**src/rtl/gne_pkg.sv**
```systemverilog
`timescale 1ns / 1ps
// ----------------------------------------------------------------------------
// gne_pkg
// Shared constants and types for the group normalisation engine.
// ----------------------------------------------------------------------------
package gne_pkg;

   localparam int MAX_GROUP = 1024;
   localparam int ADDR_W    = $clog2(MAX_GROUP);
   localparam int CNT_W     = ADDR_W + 1;
   localparam int SAMPLE_W  = 16;
   localparam int SUM_W     = SAMPLE_W + CNT_W - 1;
   localparam int SQ_W      = 2 * SAMPLE_W + CNT_W - 1;
   localparam int EPS_W     = 16;
   localparam int DW        = 64;
   localparam int MB_W      = 32;

   typedef enum logic [1:0] {
      KIND_LOAD     = 2'd0,
      KIND_LOAD_END = 2'd1,
      KIND_READ     = 2'd2
   } kind_type;

   typedef struct packed {
      kind_type                    kind;
      logic signed [SAMPLE_W-1:0]  sample;
      logic signed [15:0]          scale;
      logic signed [15:0]          bias;
   } item_type;

endpackage

```
**src/rtl/gne_front.sv**
```systemverilog
`timescale 1ns / 1ps
// ----------------------------------------------------------------------------
// gne_front
// Accepts transactions, classifies them and queues them for the back end.
// ----------------------------------------------------------------------------
module gne_front (
   input  logic                clock,
   input  logic                reset,
   input  logic                req_valid,
   output logic                req_stall,
   input  logic                req_action,
   input  logic signed [15:0]  req_sample_value,
   input  logic                req_group_end,
   input  logic signed [15:0]  req_group_scale,
   input  logic signed [15:0]  req_group_bias,
   output logic                q_valid,
   output gne_pkg::item_type   q_item,
   input  logic                q_pop
);

   gne_pkg::item_type entry_ff [2];
   gne_pkg::item_type new_item;
   logic              wr_ptr_ff, wr_ptr_in;
   logic              rd_ptr_ff, rd_ptr_in;
   logic [1:0]        cnt_ff, cnt_in;
   logic              push;

   always_comb begin
      if (req_action) begin
         new_item.kind = gne_pkg::KIND_READ;
      end else if (req_group_end) begin
         new_item.kind = gne_pkg::KIND_LOAD_END;
      end else begin
         new_item.kind = gne_pkg::KIND_LOAD;
      end
      new_item.sample = req_sample_value;
      new_item.scale  = req_group_scale;
      new_item.bias   = req_group_bias;
   end

   assign req_stall = (cnt_ff == 2'd2);
   assign push      = req_valid && !req_stall;
   assign q_valid   = (cnt_ff != 2'd0);
   assign q_item    = entry_ff[rd_ptr_ff];

   always_comb begin
      wr_ptr_in = wr_ptr_ff ^ push;
      rd_ptr_in = rd_ptr_ff ^ q_pop;
      cnt_in    = cnt_ff + {1'b0, push} - {1'b0, q_pop};
   end

   always_ff @(posedge clock) begin
      if (reset) begin
         wr_ptr_ff <= 1'b0;
         rd_ptr_ff <= 1'b0;
         cnt_ff    <= 2'd0;
      end else begin
         wr_ptr_ff <= wr_ptr_in;
         rd_ptr_ff <= rd_ptr_in;
         cnt_ff    <= cnt_in;
      end
   end

   always_ff @(posedge clock) begin
      if (push) begin
         entry_ff[wr_ptr_ff] <= new_item;
      end
   end

`ifndef ASSERT_OFF
   a_cnt_range: assert property (@(posedge clock) disable iff (reset) cnt_ff <= 2'd2)
      else $error("queue count out of range");
   a_no_pop_empty: assert property (@(posedge clock) disable iff (reset) q_pop |-> q_valid)
      else $error("pop from empty queue");
   a_full_stall: assert property (@(posedge clock) disable iff (reset)
      (cnt_ff == 2'd2) |-> req_stall)
      else $error("full queue not stalling");
`endif

endmodule

```
**config.mk**
```make
export PLATFORM = sky130hd
export DESIGN_NAME = gne_front
export DESIGN_NICKNAME = d
export VERILOG_FILES = /design/src/rtl/gne_pkg.sv /design/src/rtl/gne_front.sv
export SDC_FILE = /design/constraint.sdc
export NUM_CORES = 1
export LEC_CHECK = 0
export ABC_AREA = 1
export BUFFER_PORTS_ARGS = -buffer_cell sky130_fd_sc_hd__buf_2
export CORE_UTILIZATION = 45
export DETAILED_ROUTE_END_ITERATION = 7
export HOLD_SLACK_MARGIN = 0.03
export PLACE_DENSITY_LB_ADDON = 0.05
export SYNTH_ARGS = -nofsm -noshare
export SYNTH_HDL_FRONTEND = slang
export SYNTH_SLANG_ARGS = --single-unit
export TNS_END_PERCENT = 10
```
**constraint.sdc**
```tcl
create_clock -name clock -period 2.2 [get_ports clock]
set_clock_uncertainty 0.2 [all_clocks]
set_input_delay 0.33 -clock clock [delete_from_list [all_inputs] [get_ports clock]]
set_output_delay 0.33 -clock clock [all_outputs]
set_load 0.005 [all_outputs]
```
==> results of run 1 <==
-- worst paths after layout --
check / end / slack, ns / cells past startpoint
worst min-delay path: rd_ptr_ff / 0.05 / 3
worst max register to register: entry_ff[1][14] / 0.48 / 5
worst max-delay path: q_item[48] / 0.11 / 3
worst min register to register: cnt_ff[1] / 0.37 / 3
-- area by class of cell --
class,instances,area [um2]
Clock inverter,7,45.0
Fill cell,658,3380
Inverter,9,33.8
Clock buffer,9,124
Multi-Input combinational cell,68,866
Sequential cell,104,3090
Tap cell,108,135
Timing Repair Buffer,161,1100
-- cells in the mapped netlist (all sizes together) --
master,n,area (um2)
edfxtp,100,3000
mux2,50,747
inv,9,33.8
buf,6,111
nor2,6,22.5
dfxtp,4,80.1
ha,4,50.1
nand2,3,11.3
a21oi,1,5.00
nand3,1,5.00
o21ai,1,5.00
or2,1,6.26
xnor2,1,8.76
-- power by group through the flow --
stage          clock [W]  combinational (W)  sequential, W
2_1_floorplan          0           0.000458        0.00249
3_3_place_gp           0           0.000691        0.00250
3_5_place_dp           0           0.000695        0.00250
4_1_cts          0.00107           0.000766        0.00246
5_1_grt          0.00114           0.000824        0.00248
6_report         0.00104           0.000751        0.00246
-- worst register-to-register path, cell delays in order (launching register included) --
cell and delay, ns:
dfxtp_1 0.31, inv_1 0.09, o21ai_0 0.12, inv_1 0.11, ha_2 0.18, buf_4 0.36
-- metrics by stage --
stage | total power (W) | TNS (ns) | cells | setup WS (ns) | hold WS (ns)
6_report | 0.00424 | 0 | 466 | 0.113 | 0.0493
3_5_place_dp | 0.00320 | 0 | 400 | 0.457 | 0.321
5_1_grt | 0.00444 | 0 | 466 | 0.0302 | 0.0951
3_3_place_gp | 0.00319 | 0 | 400 | 0.464 | 0.318
2_1_floorplan | 0.00295 | -20.66 | 187 | -0.207 | 0.197
4_1_cts | 0.00430 | 0 | 466 | 0.0743 | 0.0413
-- flip-flops by register name, summed over array words and instances (netlist names) --
| signal | flops |
|---|---|
| entry_ff | 100 |
| cnt_ff | 2 |
| wr_ptr_ff | 1 |
| rd_ptr_ff | 1 |
-- layer usage --
layer | track usage (%) | wire length [um] | vias to the layer above
li1 | - | - | 1042
met1 | 16.3 | 2730 | 1008
met2 | 26.1 | 3440 | 63
met3 | 2.81 | 297 | 10
met4 | 6.11 | 119 | 0
met5 | 0 | 0 | -
-- logic make-up (layout without fill, tap and decap cells) --
kind of cell | Yosys count | count (layout) | share of synthesized area [%]
mux | 50 | 50 | 18.3
buf+inv | 15 | 186 | 3.55
flops | 104 | 104 | 75.4
fa+ha+maj | 4 | 4 | 1.22
compound gates | 2 | 2 | 0.245
simple gates | 11 | 11 | 1.10
xor+xnor | 1 | 1 | 0.214
==> results.md, run 1 <==
Routing:
- The DRC violations left is 0.
- The routed wire length is between 6 and 7 mm.
- The detailed router placed 2,123 vias in this run.
- Before antenna repair, the detailed router went through 4 iterations.
- The starting DRC count in detailed routing is just under 60.
- The post-detailed-route count of antenna-violating nets is 0.
- In the final routed layout, each cell accounts on average for roughly 14 um.
- The average vias per placed instance is between 4 and 5.

Floorplanning:
- The effective utilization at floorplan is around 47%.
- In this run the vertical extent of the chip is between 90 and 100 um.
- The floorplan die width is 97.3 um.
- The I/O pin count is 106.
- The die covers approximately 9500 um2.
- After floorplanning, the core was sized to cover about 8800 um2.
- The floorplan has 34 rows.

Pwr:
- Dividing total power by cell area gives a power density of around 800 nW/um2.
- The net switching power is 0.000995 W.
- In this run, the clock network consumes around 24% of the power.
- Cell internal power was estimated by the tool at about 0.0032 W.
- In this run the static leakage power is around 2.2 nW.
- The worst vdd rail ir drop is 0.461 mV.
- Sequential cells account for 57.9% of the total power.
- The proportion of power drawn by combinational gates is between 10% and 20%.
- The switching power as a share of total power is between 20% and 30%.

Setup path:
- The signal on the critical path passes through buf_12, mux2_2, buf_2.
- Grouping stages by cell kind, the critical path spends the most delay in flip-flops.
- The number of buffers and inverters on the critical path is 2.
- The startpoint of the lowest-slack register-to-register path is cnt_ff[1].
- The cell with the largest stage delay on the worst path is dfxtp_4.
- Of all nets on the critical path, the largest fanout is 29.
- The worst setup path is launched from a register.
- The critical path starts at rd_ptr_ff.
- Data on the critical path is required at its endpoint by around 1.7 ns.
- By startpoint and endpoint, the worst setup path is classified as reg2out.
- In this design, the stage delay of the slowest critical-path cell is between 0.4 and 0.5 ns.
- Data arrives at the worst endpoint at around 1.6 ns.
- The kind of end point of the critical path is an output port.

Clock network:
- The maximum clock path buffer count is 2.
- For this design, the sink count on the clock tree is ~100.
- The H-tree generated during clock tree synthesis spans 3 levels.
- The register clock-pin slew on the reported worst setup and hold paths is 0.09 ns.
- The number of buffers created by CTS is 9.
- The clock insertion delay at the later pin of the skew report is 0.34 ns.
- In this run, post-CTS hold repair placed 50 buffers.
- The post-cts resize count is 0.
- TritonCTS built the clock tree.
- The root buffer cell chosen for the clock tree is clkbuf_8.
- Post-CTS timing repair inserted 0 buffers for setup.

Timing:
- The highest clock rate is 0.479 GHz.
- The number of failing hold endpoints at the final stage came to 0.
- Headroom to the max-slew limit came out at 73.7%.
- The slew at the pin with the worst max-slew slack is between 0.3 and 0.4 ns.
- Setup violations remaining at the end of the flow were counted as 0.
- Setup repair after global routing left no endpoint under its margin.
- Of the available clock period, the critical path in the final layout requires between 90% and 100%.
- The shortest period the worst path allows is between 2 and 2.5 ns.
- The final-report max-slew violation count is 0.

Job:
- Across the run, the number of max-cap violations was 0.

Placed design:
- The HPWL reported at the end of detailed placement is about 4.0 mm.
- The count of input and output buffers is around 110.
- Summing all placed instances gives a cell area of 4720 um2.
- The global placer's final weighted congestion is roughly 0.7.

Final layout:
- In the final layout, the share of cells above drive strength 1 is between 50% and 60%.
- In the layout the commonest cells are buf_2, edfxtp_1, dlygate4sd3_1.
- For this run, the share of the core covered by cells in the final layout is around 60%.
- The final instance area is roughly 5400 um2.
- Leaving out fill and tap cells, the most frequent cell in the layout is buf_2.
- From synthesis to final layout, the design area changed by 31.7%.
- 0 antenna diodes ended up in the layout.
- The net count of the finished layout is 411.

GRT:
- Global routing finished with a remaining overflow of 0.
- The number of global-route vias before repair is 2,255.
- The first-pass GRT wire length is ~10 mm.
- The overall track demand over capacity in global routing is between 10 and 15%.
- The initial antenna violation count came to 0.
- The maximum number of pins on one net before global-route repair is 30.

Status:
- The flow ran to the end, and the final reports show no timing, DRC or antenna violations.

Yosys:
- Of the synthesized area, sequential elements account for between 70% and 80%.
- The number of different library cells used by synthesis comes to 15.
- Summing every instance area after synthesis gives 4090 um2.
- After technology mapping, the gate count stands at between 150 and 200.
- Each instance of the synthesized netlist takes up on average between 20 and 25 um2.
- The number of nets in the synthesized netlist is 245.
- The total of flip-flops plus latches after synthesis is about 100.
- The count of yosys warnings during synthesis is 0.

Min path:
- The type of the most critical hold path is in2reg.
- The source of the worst hold timing path is q_pop.
Note: power is estimated with default switching activity, not from simulation.
==> run 2, diff against run 1 <==
clock period = 2.7 ns   (was 2.2 ns; I/O delays follow)
==> results.md, run 2 (synthesis gave the netlist of run 1 again) <==
Final layout:
- The layout cell share with drive strength beyond 1 was 50.7% (+0.43 points).
- The number of standard cells in the layout, taps in and fillers out is 461 (-1.1%).
- More flip-flops sit in one register than any other, and that register is entry_ff.
- The antenna diode count was 0 (unchanged).
- The number of flip-flops under the largest register name is 100 (unchanged).
- Relative to the synthesized area, the layout overhead comes to 32.1%.
- The final-stage net count is 406 (-1.2%).
- In the final layout, the registers with the most flip-flops are entry_ff (100), cnt_ff (2).
- The top cell types in the final layout, fill and taps aside, are buf_2, edfxtp_1, mux2_4.
- The most frequent standard cell in the layout excluding fill and tap cells is buf_2.

Floorplanning:
- The floorplan die width was 97.3 um (unchanged).
- The floorplan core area is 8760 um2 (unchanged).
- The I/O pin count is 106 (unchanged).
- The effective utilization at floorplan was 46.7% (unchanged).
- The chip height is 97.3 um (unchanged).
- The site row count is 34 (unchanged).
- The die area is 9470 um2 (unchanged).

Timing:
- The highest clock rate is ~0.43 GHz.
- The slew at the pin with the worst max-slew slack was 0.516 ns (+0.121 ns).
- The number of failing hold endpoints at the final stage came to 0 (unchanged).
- The shortest period the worst path allows is around 2.3 ns.
- Setup repair after global routing left no endpoint under its margin.
- The share of the clock period used by the worst path is 86.8%.
- The final total negative setup slack came to 0 ns (unchanged).
- The setup violation total in the final timing report was 0 (unchanged).
- The final worst slack is 0.358 ns (+0.244 ns).
- The final-report max-slew violation count is 0 (unchanged).
- The tightest slew margin relative to the limit is 65.6% (-8.1 points).

Clock network:
- The number of buffers created by CTS is 9 (unchanged).
- The cell at the root of the clock tree is clkbuf_8.
- TritonCTS built the clock tree.
- The clock insertion delay at the later pin of the skew report is 0.34 ns (about the same).
- The post-cts resize count was 0 (unchanged).
- The maximum clock path buffer count is 2 (unchanged).
- The level count of the clock H-tree came to 3 (unchanged).
- The clock sink count was 104 (unchanged).
- The register clock-pin slew on the reported worst setup and hold paths came to 0.09 ns (about the same).

Pwr:
- The internal power of the cells came to 0.00275 W (-15%).
- The worst vdd rail ir drop is 0.342 mV (-26%).
- The proportion of power drawn by combinational gates is 17.5% (-0.2 points).
- The portion of total power attributed to the clock network was 26.4% (+2.0 points).
- The overall power came to 0.00358 W (-16%).
- The switching power as a share of total power came to 23.0% (-0.43 points).
- The leakage power is 2.18 nW (-0.34%).
- The proportion of power drawn by flip-flops and latches was 56.2% (-1.7 points).
- The net switching power is 0.000823 W (-17%).
- The power per unit of standard cell area was 663 nW/um2 (-16%).

Routing:
- The post-detailed-route count of antenna-violating nets is 0 (unchanged).
- The average vias per placed instance is 4.61 (+1.3%).
- The starting DRC count in detailed routing is 48 (-19%).
- The first-pass iteration count of the detailed router is 4 (unchanged).
- The routed wire length is 6.68 mm (+1.4%).
- The final routed wire length divided by cell count was 14.5 um (+2.5%).
- The total number of vias is 2,127 (+0.19%).
- The DRC violations left is 0 (unchanged).

GRT:
- The initial antenna violation count is 0 (unchanged).
- The first-pass GRT wire length was 10.4 mm (+0.46%).
- The number of global-route vias before repair is 2,223 (-1.4%).
- The total grt overflow came to 0 (unchanged).
- The maximum number of pins on one net before global-route repair was 23 (-23%).
- The overall track demand over capacity in global routing was 14.6% (+0.28 points).

Placed design:
- The count of placed standard cells including taps came to 400 (unchanged).
- The minimum setup slack after placement is 0.718 ns (+0.261 ns).
- The global placer's final weighted congestion is 0.686 (-2.5%).
- The count of input and output buffers was 105 (unchanged).
- The HPWL reported at the end of detailed placement was 4.40 mm (+8.7%).

Setup path:
- The endpoint required time on the critical path is 2.10 ns (+0.43 ns).
- The delay of the slowest critical-path stage is 0.59 ns (+0.12 ns).
- The cell type group with the largest total delay on the critical path is flip-flops.
- The arrival time at the worst endpoint is 1.74 ns (+0.18 ns).
- The critical path class is reg2out.
- STA classifies the critical path startpoint as a register.
- The kind of end point of the critical path is an output port.
- The highest net fanout along the worst path came to 19 (-34%).
- The number of buffers and inverters on the critical path was 2 (unchanged).
- The critical path goes through buf_4, mux2_4, buf_2.
- The cell with the largest stage delay on the worst path is dfxtp_4.

Min path:
- The type of the most critical hold path is in2reg.

Status:
- The flow ran to the end, and the final reports show no timing, DRC or antenna violations.

Job:
- The number of maximum-capacitance constraint violations is 0 (unchanged).
==> run 2: cell count changes in the layout (fill, tap and decap cells not counted), sizes merged <==
cell         previous run  this run
bufinv                  0         1
clkinvlp                0         1
dlygate4sd3            50        45
inv                    12        10
==> run 2: metrics by stage <==
| step | util [%] | instance area, um2 | hold WS, ns |
|---|---|---|---|
| floorplan | - | 4090 | 0.272 |
| global placement | 54.3 | 4750 | 0.373 |
| detailed placement | 54.3 | 4750 | 0.386 |
| CTS | 61.3 | 5370 | 0.0313 |
| global route | 61.6 | 5400 | 0.0309 |
| finish | 61.6 | 5400 | 0.0493 |
==> run 2: final cells by class <==
type                    instances  area (um2)
clock buffers                   9         124
multi-input cells              68         866
flip-flops and latches        104        3090
fillers                       670        3360
well taps                     108         135
repair buffers                156        1080
clock inverters                 7        71.3
inverters                       9        33.8
==> run 2: power by group through the flow <==
stage	registers, W	clock network (W)	logic (W)
detailed placement	0.00205	0	0.000587
finish	0.00201	0.000944	0.000624
global placement	0.00204	0	0.000583
global route	0.00203	0.00104	0.000681
floorplan	0.00203	0	0.000373
CTS	0.00201	0.000968	0.000636
==> run 2: worst reg2reg max path: stages, from the launching register on <==
cell,delay (ns)
dfxtp_1,0.32
inv_1,0.11
o21ai_0,0.12
inv_1,0.10
ha_2,0.51
buf_12,0.25
==> run 2: routing by layer <==
| layer | up-vias | track usage (%) | part of all wire [%] |
|---|---|---|---|
| met5 | - | 0 | 0 |
| met4 | 0 | 6.79 | 1.7 |
| met3 | 11 | 3.02 | 3.8 |
| met2 | 64 | 25.3 | 51 |
| met1 | 1013 | 17.5 | 43 |
| li1 | 1039 | - | - |
==> run 2: path summary, 6_finish.rpt <==
kind / startpoint / to / slack [ns] / depth (start not counted)
max: rd_ptr_ff / q_item[37] / 0.36 / 3
min: req_group_bias[13] / entry_ff[1][13] / 0.05 / 1
max reg2reg: cnt_ff[1] / entry_ff[1][10] / 0.81 / 5
min reg2reg: wr_ptr_ff / wr_ptr_ff / 0.39 / 3
==> run 2: repair_timing <==
item,CTS,global route
buffers inserted,0,0
hold buffers,42,3
endpoints found under the hold margin,82,6
